==> src/hdl/ipow_pkg.sv <==
`timescale 1ns / 1ps

package ipow_pkg;

    localparam int DATA_W_MAX = 64;
    localparam int EXP_W_MAX  = 32;

    localparam int DATA_WIDTH_DEF = 64;
    localparam int EXP_WIDTH_DEF  = 32;

    typedef struct packed {
        logic signed [DATA_W_MAX-1:0] base_value;
        logic signed [EXP_W_MAX-1:0]  exponent;
    } arg_t;

    typedef struct packed {
        logic signed [DATA_W_MAX-1:0] power;
        logic                         zero_pow_zero;
    } result_t;

    // partial product step of one wrapped multiply
    typedef enum logic [1:0] {
        PH_LO_LO = 2'd0,
        PH_LO_HI = 2'd1,
        PH_HI_LO = 2'd2,
        PH_WRITE = 2'd3
    } mul_phase_t;

    typedef struct packed {
        logic       load;
        logic       mul_en;
        mul_phase_t phase;
        logic       dst_res;
        logic       shift_exp;
        logic       finish;
    } ipow_cmd_t;

    typedef struct packed {
        logic special;
        logic exp_zero;
        logic exp_lsb;
    } ipow_status_t;

endpackage

==> src/hdl/ipow_datapath.sv <==
`timescale 1ns / 1ps

module ipow_datapath #(
    parameter int DATA_WIDTH = ipow_pkg::DATA_WIDTH_DEF,
    parameter int EXP_WIDTH  = ipow_pkg::EXP_WIDTH_DEF
) (
    input  logic                 clk,
    input  ipow_pkg::arg_t       args,
    input  ipow_pkg::ipow_cmd_t  cmd,
    output ipow_pkg::ipow_status_t status,
    output ipow_pkg::result_t    result
);
    import ipow_pkg::*;

    localparam int HALF_W = (DATA_WIDTH + 1) / 2;
    localparam int HI_W   = DATA_WIDTH - HALF_W;

    logic [DATA_WIDTH-1:0] x_in;
    logic [EXP_WIDTH-1:0]  y_in;
    logic                  x_neg_in;
    logic                  y_neg_in;
    logic                  y_odd_in;
    logic                  x_zero_in;
    logic [DATA_WIDTH-1:0] spec_val_in;

    logic [DATA_WIDTH-1:0] mag_reg;
    logic [DATA_WIDTH-1:0] res_reg;
    logic [EXP_WIDTH-1:0]  exp_reg;
    logic                  special_reg;
    logic [DATA_WIDTH-1:0] spec_val_reg;
    logic                  neg_fix_reg;
    logic                  zpz_reg;
    logic [2*HALF_W-1:0]   prod_reg;
    logic [DATA_WIDTH-1:0] acc_reg;
    result_t               result_reg;

    logic [DATA_WIDTH-1:0] op_full;
    logic [HALF_W-1:0]     a_lo;
    logic [HALF_W-1:0]     a_hi;
    logic [HALF_W-1:0]     b_lo;
    logic [HALF_W-1:0]     b_hi;
    logic [HALF_W-1:0]     op_a;
    logic [HALF_W-1:0]     op_b;
    logic [2*HALF_W-1:0]   mult;
    logic [DATA_WIDTH-1:0] prod_shifted;
    logic [DATA_WIDTH-1:0] acc_sum;
    logic [DATA_WIDTH-1:0] final_val;

    assign x_in      = args.base_value[DATA_WIDTH-1:0];
    assign y_in      = args.exponent[EXP_WIDTH-1:0];
    assign x_neg_in  = x_in[DATA_WIDTH-1];
    assign y_neg_in  = y_in[EXP_WIDTH-1];
    assign y_odd_in  = y_in[0];
    assign x_zero_in = (x_in == '0);

    // zero base gives zero; negative exponent leaves only the unit bases
    always_comb
    begin
        spec_val_in = '0;
        if (!x_zero_in && x_in == DATA_WIDTH'(1))
        begin
            spec_val_in = DATA_WIDTH'(1);
        end
        else if (!x_zero_in && x_in == '1)
        begin
            spec_val_in = y_odd_in ? '1 : DATA_WIDTH'(1);
        end
    end

    assign op_full = cmd.dst_res ? res_reg : mag_reg;
    assign a_lo    = op_full[HALF_W-1:0];
    assign a_hi    = HALF_W'(op_full[DATA_WIDTH-1:HALF_W]);
    assign b_lo    = mag_reg[HALF_W-1:0];
    assign b_hi    = HALF_W'(mag_reg[DATA_WIDTH-1:HALF_W]);
    assign op_a    = (cmd.phase == PH_HI_LO) ? a_hi : a_lo;
    assign op_b    = (cmd.phase == PH_LO_HI) ? b_hi : b_lo;
    assign mult    = (2*HALF_W)'(op_a) * (2*HALF_W)'(op_b);

    // cross products only reach the upper half of the wrapped word
    assign prod_shifted = {prod_reg[HI_W-1:0], {HALF_W{1'b0}}};
    assign acc_sum      = acc_reg + prod_shifted;

    assign final_val = special_reg ? spec_val_reg :
                       (neg_fix_reg ? (DATA_WIDTH'(0) - res_reg) : res_reg);

    always_ff @(posedge clk)
    begin
        if (cmd.load)
        begin
            mag_reg      <= x_neg_in ? (DATA_WIDTH'(0) - x_in) : x_in;
            res_reg      <= DATA_WIDTH'(1);
            exp_reg      <= y_in;
            special_reg  <= x_zero_in | y_neg_in;
            spec_val_reg <= spec_val_in;
            neg_fix_reg  <= x_neg_in & y_odd_in;
            zpz_reg      <= x_zero_in & (y_in == '0);
        end
        if (cmd.mul_en)
        begin
            prod_reg <= mult;
            case (cmd.phase)
                PH_LO_LO: acc_reg <= acc_reg;
                PH_LO_HI: acc_reg <= prod_reg[DATA_WIDTH-1:0];
                PH_HI_LO: acc_reg <= acc_sum;
                PH_WRITE:
                begin
                    if (cmd.dst_res)
                    begin
                        res_reg <= acc_sum;
                    end
                    else
                    begin
                        mag_reg <= acc_sum;
                    end
                end
                default: acc_reg <= acc_reg;
            endcase
        end
        if (cmd.shift_exp)
        begin
            exp_reg <= exp_reg >> 1;
        end
        if (cmd.finish)
        begin
            result_reg.power         <= DATA_W_MAX'(final_val);
            result_reg.zero_pow_zero <= zpz_reg;
        end
    end

    assign status.special  = special_reg;
    assign status.exp_zero = (exp_reg == '0);
    assign status.exp_lsb  = exp_reg[0];
    assign result          = result_reg;

endmodule

==> src/hdl/ipow_ctrl.sv <==
`timescale 1ns / 1ps

module ipow_ctrl (
    input  logic                   clk,
    input  logic                   rst_n,
    input  logic                   start,
    input  ipow_pkg::ipow_status_t status,
    output ipow_pkg::ipow_cmd_t    cmd,
    output logic                   busy,
    output logic                   done
);
    import ipow_pkg::*;

    typedef enum logic [3:0] {
        S_IDLE   = 4'b0001,
        S_CHECK  = 4'b0010,
        S_MUL    = 4'b0100,
        S_FINISH = 4'b1000
    } state_t;

    state_t     state_reg;
    state_t     state_next;
    mul_phase_t phase_reg;
    mul_phase_t phase_next;
    logic       dst_res_reg;
    logic       dst_res_next;
    logic       done_reg;
    logic       done_next;

    always_comb
    begin
        state_next    = state_reg;
        phase_next    = phase_reg;
        dst_res_next  = dst_res_reg;
        done_next     = 1'b0;
        cmd           = '0;
        cmd.phase     = phase_reg;
        cmd.dst_res   = dst_res_reg;
        unique case (state_reg)
            S_IDLE:
            begin
                if (start)
                begin
                    cmd.load   = 1'b1;
                    state_next = S_CHECK;
                end
            end
            S_CHECK:
            begin
                if (status.special || status.exp_zero)
                begin
                    state_next = S_FINISH;
                end
                else
                begin
                    // multiply into the result first when this exponent bit is set
                    state_next   = S_MUL;
                    phase_next   = PH_LO_LO;
                    dst_res_next = status.exp_lsb;
                end
            end
            S_MUL:
            begin
                cmd.mul_en = 1'b1;
                if (phase_reg != PH_WRITE)
                begin
                    phase_next = mul_phase_t'(phase_reg + 2'd1);
                end
                else
                begin
                    phase_next = PH_LO_LO;
                    if (dst_res_reg)
                    begin
                        dst_res_next = 1'b0;
                    end
                    else
                    begin
                        cmd.shift_exp = 1'b1;
                        state_next    = S_CHECK;
                    end
                end
            end
            S_FINISH:
            begin
                cmd.finish = 1'b1;
                done_next  = 1'b1;
                state_next = S_IDLE;
            end
            default:
            begin
                state_next = S_IDLE;
            end
        endcase
    end

    always_ff @(posedge clk or negedge rst_n)
    begin
        if (!rst_n)
        begin
            state_reg   <= S_IDLE;
            phase_reg   <= PH_LO_LO;
            dst_res_reg <= 1'b0;
            done_reg    <= 1'b0;
        end
        else
        begin
            state_reg   <= state_next;
            phase_reg   <= phase_next;
            dst_res_reg <= dst_res_next;
            done_reg    <= done_next;
        end
    end

    assign busy = (state_reg != S_IDLE);
    assign done = done_reg;

endmodule

==> src/hdl/integer_power_by_squaring.sv <==
`timescale 1ns / 1ps

// Integer power, base^exponent with wrap-around: a transaction is taken when start is
// high and busy is low, and its result appears on result with done high for exactly one
// cycle; the receiver cannot stall it, so it must capture result on that cycle.
// Zero base, negative exponent and zero exponent finish without any multiply. Otherwise
// the work is done by a single half-width multiplier that builds each wrapped product
// from three partial products, one squaring per exponent bit up to the highest set bit
// plus one multiply per set bit. busy stays high until the result is out.
module integer_power_by_squaring #(
    parameter int DATA_WIDTH = ipow_pkg::DATA_WIDTH_DEF,
    parameter int EXP_WIDTH  = ipow_pkg::EXP_WIDTH_DEF
) (
    input  logic              clk,
    input  logic              rst_n,
    input  logic              start,
    output logic              busy,
    input  ipow_pkg::arg_t    args,
    output logic              done,
    output ipow_pkg::result_t result
);
    import ipow_pkg::*;

    ipow_cmd_t    cmd;
    ipow_status_t status;

    ipow_ctrl u_ctrl (
        .clk    (clk),
        .rst_n  (rst_n),
        .start  (start),
        .status (status),
        .cmd    (cmd),
        .busy   (busy),
        .done   (done)
    );

    ipow_datapath #(
        .DATA_WIDTH (DATA_WIDTH),
        .EXP_WIDTH  (EXP_WIDTH)
    ) u_datapath (
        .clk    (clk),
        .args   (args),
        .cmd    (cmd),
        .status (status),
        .result (result)
    );

endmodule

==> config.mk <==
export PLATFORM = sky130hd
export DESIGN_NAME = integer_power_by_squaring
export DESIGN_NICKNAME = d
export VERILOG_FILES = /design/src/hdl/ipow_pkg.sv /design/src/hdl/ipow_datapath.sv /design/src/hdl/ipow_ctrl.sv /design/src/hdl/integer_power_by_squaring.sv
export SDC_FILE = /design/constraint.sdc
export NUM_CORES = 2
export LEC_CHECK = 0
export ABC_AREA = 1
export BUFFER_PORTS_ARGS = -buffer_cell sky130_fd_sc_hd__buf_2
export CAP_MARGIN = 20
export CORE_MARGIN = 2
export CORE_UTILIZATION = 65
export CTS_CLUSTER_SIZE = 12
export DETAILED_ROUTE_END_ITERATION = 7
export PLACE_DENSITY = 0.87
export SYNTH_ARGS = -nofsm -noshare
export SYNTH_HDL_FRONTEND = slang
export SYNTH_SLANG_ARGS = --single-unit
==> constraint.sdc <==
create_clock -name clk -period 10.4 [get_ports clk]
set_input_delay 0 -clock clk [delete_from_list [all_inputs] [get_ports clk]]
set_output_delay 0 -clock clk [all_outputs]
set_load 0.05 [all_outputs]
; ---- Word level (Yosys, flattened, before mapping)
; Index checks and enable logic that the tools add are counted.
[word_totals]
reg_bits = 428
output_inout_bits = 67
[op_classes]
addsub = 4
mul = 1
eq_ne = 15
n_mux = 37
bitwise = 4
n_reduce_logical = 15
[op_table]
columns = operator, n
row1 = $mux 64, 13
row2 = $pmux 64 s2, 1
row3 = $sub 1x64->64 const A, 2
row4 = $add 64x64->64, 1
row5 = $eq 64x1->1 const B, 1
row6 = $eq 64x64->1 const B, 1
row7 = $logic_not 32->1, 2
row8 = $logic_not 64->1, 1
row9 = $mul 32x32->64, 1
row10 = $mux 32, 2
row11 = $mux 31, 2
row12 = $mux 4, 4
row13 = $pmux 4 s3, 1
row14 = $mux 1, 10
row15 = $ne 2x2->1 const B, 5
row16 = $reduce_and 3->1, 2
row17 = $reduce_bool 2->1, 3
row18 = $eq 2x2->1 const B, 2
row19 = $eq 4x1->1 const B, 1
row20 = $eq 4x2->1 const B, 1
row21 = $eq 4x3->1 const B, 1
row22 = $eq 4x4->1 const B, 1
row23 = $mux 2, 2
row24 = $ne 4x1->1 const B, 1
row25 = other kinds (12), 15

; ---- Depth between registers and ports, before layout
[logic_depth]
depth_word = 6
depth_mapped = 39
depth_no_buf = 36

; ---- Modules after synthesis
; Synthesis repeated with hierarchy kept, for this count alone.
[hier_totals]
hier_cells = 7238
area_unflattened_um2 = 55577.1
[by_module_without_submodules]
columns = mod, n_inst, cells_each, area_per_inst_um2, seq_area_each_um2
row1 = ipow_datapath, 1, 7187, 55171.7, 9459.1
row2 = ipow_ctrl, 1, 51, 405.4, 201.4

; ---- Worst setup path before layout
; OpenSTA, ideal clock, no wires.
[synth_timing]
kind = reg2reg
startpoint = register u_ctrl.phase_reg[0]
endpoint = register u_datapath.prod_reg[59] (data pin)
t_arrival_ns = 7.104
t_required_ns = 10.147
setup_slack_ns = 3.043
path_stages_with_launch = 31
path_buffers = 3
synth_period_minus_slack_ns = 7.357
cell_sequence = dfrtp_1 -> inv_1 -> ha_1 -> inv_1 -> buf_2 -> clkbuf_1 -> o211ai_1 -> nand2_1 -> clkbuf_1 -> nor2_1 -> fa_1 -> fa_1 -> inv_1 -> fa_1 -> fa_1 -> fa_1 -> inv_1 -> fa_1 -> fa_1 -> inv_1 -> fa_1 -> inv_1 -> ha_1 -> a21oi_1 -> o21ai_0 -> a21oi_1 -> nand3_1 -> nand2_1 -> nand3b_1 -> nand2_1 -> nand2_1
[synth_between]
elab_chain_cells = 3
elab_cells_between_ends = 5
cone_classes = mul: 1 / eq/ne: 2 / mux: 2
[synth_lines]
columns = element, line_no
row1 = from (decl), ipow_ctrl.sv:23  ; mul_phase_t phase_reg;
row2 = from (signal assigned), ipow_ctrl.sv:108  ; phase_reg <= phase_next;
row3 = $eq 2x2->1 or $eq 2x1->1 (tied branches), "ipow_datapath.sv:75, ipow_datapath.sv:76"
row4 = "$mux 32, on equally long branches", "ipow_datapath.sv:75, ipow_datapath.sv:76"
row5 = $mul 32x32->64 *, ipow_datapath.sv:77  ; assign mult = (2*HALF_W)'(op_a) * (2*HALF_W)'(op_b);
row6 = named net u_datapath.mult[59], ipow_datapath.sv:44  ; logic [2*HALF_W-1:0] mult;
row7 = to (signal assigned), ipow_datapath.sv:100  ; prod_reg <= mult;
row8 = to (decl), ipow_datapath.sv:33  ; logic [2*HALF_W-1:0] prod_reg;
; Mark *: on every way through the listed nets, which the timed path passes. The rest lies on a longest branch.
; A chain may end at the register's enable or synchronous reset.

; ---- Worst setup path in the final report
[layout_timing]
startpoint = register u_ctrl.dst_res_reg
endpoint = register u_datapath.prod_reg[36] (data pin)
[layout_between]
elab_chain_cells = 3
[layout_lines]
columns = element, line_no
row1 = from (decl), ipow_ctrl.sv:25  ; logic dst_res_reg;
row2 = from (signal assigned), ipow_ctrl.sv:109  ; dst_res_reg <= dst_res_next;
row3 = $mux 64, ipow_datapath.sv:70  ; assign op_full = cmd.dst_res ? res_reg : mag_reg;
row4 = $mux 32, ipow_datapath.sv:75  ; assign op_a = (cmd.phase == PH_HI_LO) ? a_hi : a_lo;
row5 = $mul 32x32->64, ipow_datapath.sv:77
row6 = named net u_datapath.mult[36], ipow_datapath.sv:44
; The timed path passes the listed nets, and every way through them passes these cells.

==> summary.txt <==
Run status
  • Failing checks: design-rule violations
  • Status: complete, but fails checks

Clocking
  • Clock Pin Slew Worst Setup and Hold Paths: ~0.07 ns
  • TritonCTS Buffers: 39
  • Deepest clock path buffer count: 3
  • Clock latency on the worst-skew pair: approximately 0.58 ns
  • CTS tree: yes
  • Clk root buf: clkbuf_16
  • H-tree levels: 2
  • Num Clock Sinks: ~370

Cells and area
  • Post-route cell area: 0.0595 mm^2
  • Register Area: slightly below 0.01 mm^2
  • Synthesis-to-layout area growth: 7.66%
  • Final nets: between 8000 and 9000
  • Layout cell share with drive strength beyond 1: slightly below 6%
  • Multi-input gate area: 0.0392 mm^2
  • Layout fillers: 6748
  • Max reg flops: 65

Setup path
  • Critical Path Sink: u_datapath.prod_reg[36]$_DFFE_PP_
  • Cell mode on critical path: fa_1
  • Critical R2R Launch: u_ctrl.dst_res_reg$_DFFE_PN0P_
  • Worst-path cell chain: buf_4 -> a21oi_1 -> o21ai_0 -> nand2_1 -> inv_1 -> nand2_1 -> fa_1 -> fa_1 -> fa_1 -> fa_1 -> inv_1 -> fa_1 -> fa_1 -> fa_1 -> fa_1 -> ha_1 -> nand2_1 -> nor2_1 -> nand2_1 -> nor2_1 -> nand4_1 -> nand3b_1 -> xor2_1
  • CP top delay family: adder cells
  • Worst reg2reg path endpoint: u_datapath.prod_reg[36]$_DFFE_PP_
  • Delay of the slowest cell on the worst path: a little over 1 ns
  • Critical Path Source: u_ctrl.dst_res_reg$_DFFE_PN0P_
  • R2R Setup Slk: roughly 0.23 ns
  • Setup crit start kind: flip-flop
  • Worst reg2reg path depth: 23
  • CP required: approximately 11 ns
  • CP arrival: approximately 10 ns
  • Buf/Inv on CP: 3
  • Crit path kind: reg -> reg
  • Critical Path Stages: 23
  • Crit. End Element: flip-flop
  • CP max stage cell: inv_1
  • Worst Path Max Fanout: 61

Synthesis
  • Syn Inst Count: just over 7000
  • Mapped Area: ~0.055 mm^2
  • Syn nets: roughly 8600
  • Distinct cells, synth: 51
  • Post-synthesis async set-or-reset flop share: 2.19%
  • Synth warn: 0
  • Number of flops mapped to enable cells by yosys: around 230
  • Ys flop type: edfxtp_1
  • Register area share after synthesis: roughly 17%
  • #FFs+latches synth: ~370
  • Synthesized area per cell: 7.61 um^2

Timing
  • Setup Skew: between 0.02 and 0.025 ns
  • Post-route minimum period: around 10 ns
  • Fin. max-slew vios: 0
  • Final hold vios: 0
  • # setup viols final: 0
  • RSZ-0062 raised after global routing: false
  • Crit share post-route: 97.8%
  • Rel. slew slack: approximately 15%
  • Setup TNS Final: 0 ns
  • Setup ws final: about 0.23 ns
  • Highest Clock Rate: 98.4 MHz
  • Worst Tran Pin Value: about 1.3 ns

Floorplanning
  • Die X-Extent: 296 um
  • Cell Rows: roughly 110
  • Io pins: between 150 and 200
  • Die height: just under 300 um
  • Initial Util: 65.8%
  • Core box area: roughly 0.084 mm^2
  • Full die area: 0.0874 mm^2

Placed design
  • DP Worst Slack: approximately 0.69 ns
  • DP Wirelength: ~180 mm
  • Placer Congestion: roughly 1.1
  • Port Buf Inserts: between 150 and 200
  • Area after DPL: approximately 0.057 mm^2

Routing
  • Drt wl/cell: between 20 and 30 um
  • Residual DRC: 3
  • Via count: roughly 54000
  • Via-per-instance ratio: approximately 6.3
  • Drt pass-1 iters: 8
  • Final wirelength: between 200 and 250 mm
  • Drt initial violations: ~7400
  • Routed Antenna Nets: 0

Hold path
  • Hold path startpoint: args[93]
  • HP Class: in -> reg

Global routing
  • Total track usage: around 54%
  • Pin count of the biggest net entering global routing: 94
  • Initial antenna violation count: 10
  • First-pass GRT wire length: 342 mm
  • Grt ovf: 0
  • Vias in the first global route: 55500

Job
  • Max-cap violations: 0
cell usage after synthesis (8+ instances only):
cell,instances,share of area (%)
nor2_1,1113,7.6
nand4_1,74,0.84
o21ai_2,13,0.21
o211ai_1,23,0.31
clkbuf_1,145,0.98
nor4_1,19,0.22
o21ai_1,14,0.13
inv_1,1385,9.4
fa_1,897,32
nand3_1,262,2.4
xnor2_1,30,0.48
o21bai_1,12,0.16
clkinv_1,20,0.14
buf_1,8,0.054
o22ai_1,25,0.28
dfxtp_1,129,4.7
edfxtp_1,229,12
nand3b_1,18,0.24
a31oi_1,27,0.31
ha_1,302,6.8
buf_2,104,0.94
xor2_1,52,0.82
nand2_1,1740,12
inv_2,14,0.095
nor3_1,34,0.31
o21ai_0,305,2.8
a21oi_1,190,1.7
or2_2,15,0.17
timing repair:
action | in CTS | in global routing
hold buffers | 80 | 1
hold endpoints to repair | 89 | 1
buffers inserted | 0 | 0
gates resized for setup | 0 | 0
cells by family after synthesis:
| logic type | after synthesis | synth area share, % |
|---|---|---|
| AO/OA/AOI/OAI | 630 | 6.18 |
| XOR/XNOR | 82 | 1.30 |
| buffers and inverters | 1685 | 11.7 |
| flip-flops | 366 | 17.5 |
| AND/OR/NAND/NOR | 3304 | 24.0 |
| adder cells (fa/ha/maj) | 1199 | 39.3 |
metal layers:
layer	track usage (%)	share of wire, %	vias to the layer above
met5	0.388	0.024	-
met4	52.9	13	10
met3	21.5	15	1753
met2	80.9	42	4669
met1	58.7	31	25200
li1	-	-	22400
worst min path at each step:
stage | end | depth (start not counted) | slack (ns)
floorplan | u_ctrl.done$_DFF_PN0_ | 0 | -0.30
global placement | u_ctrl.state_reg[1]$_DFFE_PN0P_ | 1 | -0.13
detailed placement | u_ctrl.state_reg[1]$_DFFE_PN0P_ | 1 | -0.12
CTS | u_datapath.mag_reg[16]$_DFF_P_ | 4 | 0.0002
global route | u_datapath.mag_reg[44]$_DFF_P_ | 5 | 0.03
finish | u_datapath.mag_reg[61]$_DFF_P_ | 5 | 0.02
final cells by class:
class	instances	share of cell area, %
diodes	7	0.0294
clock buffers	62	1.84
clock inverters	9	0.160
inverters	1419	8.95
multi-input cells	5215	65.9
flip-flops and latches	366	16.2
well taps	1134	2.38
repair buffers	381	4.52
tightest hold or removal path, stage by stage:
cell,delay (ns)
buf_2,0.16
nand2_1,0.08
nand2_1,0.05
nand2_1,0.16
a21oi_1,0.09
cells in the final DEF (no fill, tap or decap), types with 133 or more instances in the layout:
master,count
edfxtp_1,229
nand2_1,1738
buf_2,165
nor2_1,1110
a21oi_1,190
ha_1,300
nand3_1,262
fa_1,897
buf_4,133
inv_1,1384
o21ai_0,297
stage by stage:
| step | instances | util, % | hold WS (ns) |
|---|---|---|---|
| 6_report | 8593 | 70.9 | 0.0212 |
| 5_1_grt | 8586 | 70.9 | 0.0292 |
| 4_1_cts | 8583 | 70.8 | 0.000155 |
| 3_5_place_dp | 8432 | 68.4 | -0.122 |
| 3_3_place_gp | 8430 | 68.4 | -0.129 |
| 2_1_floorplan | 7266 | - | -0.296 |
Power is not shown: default switching activity piles up to over one toggle a cycle in this logic, so the estimate is an artifact.
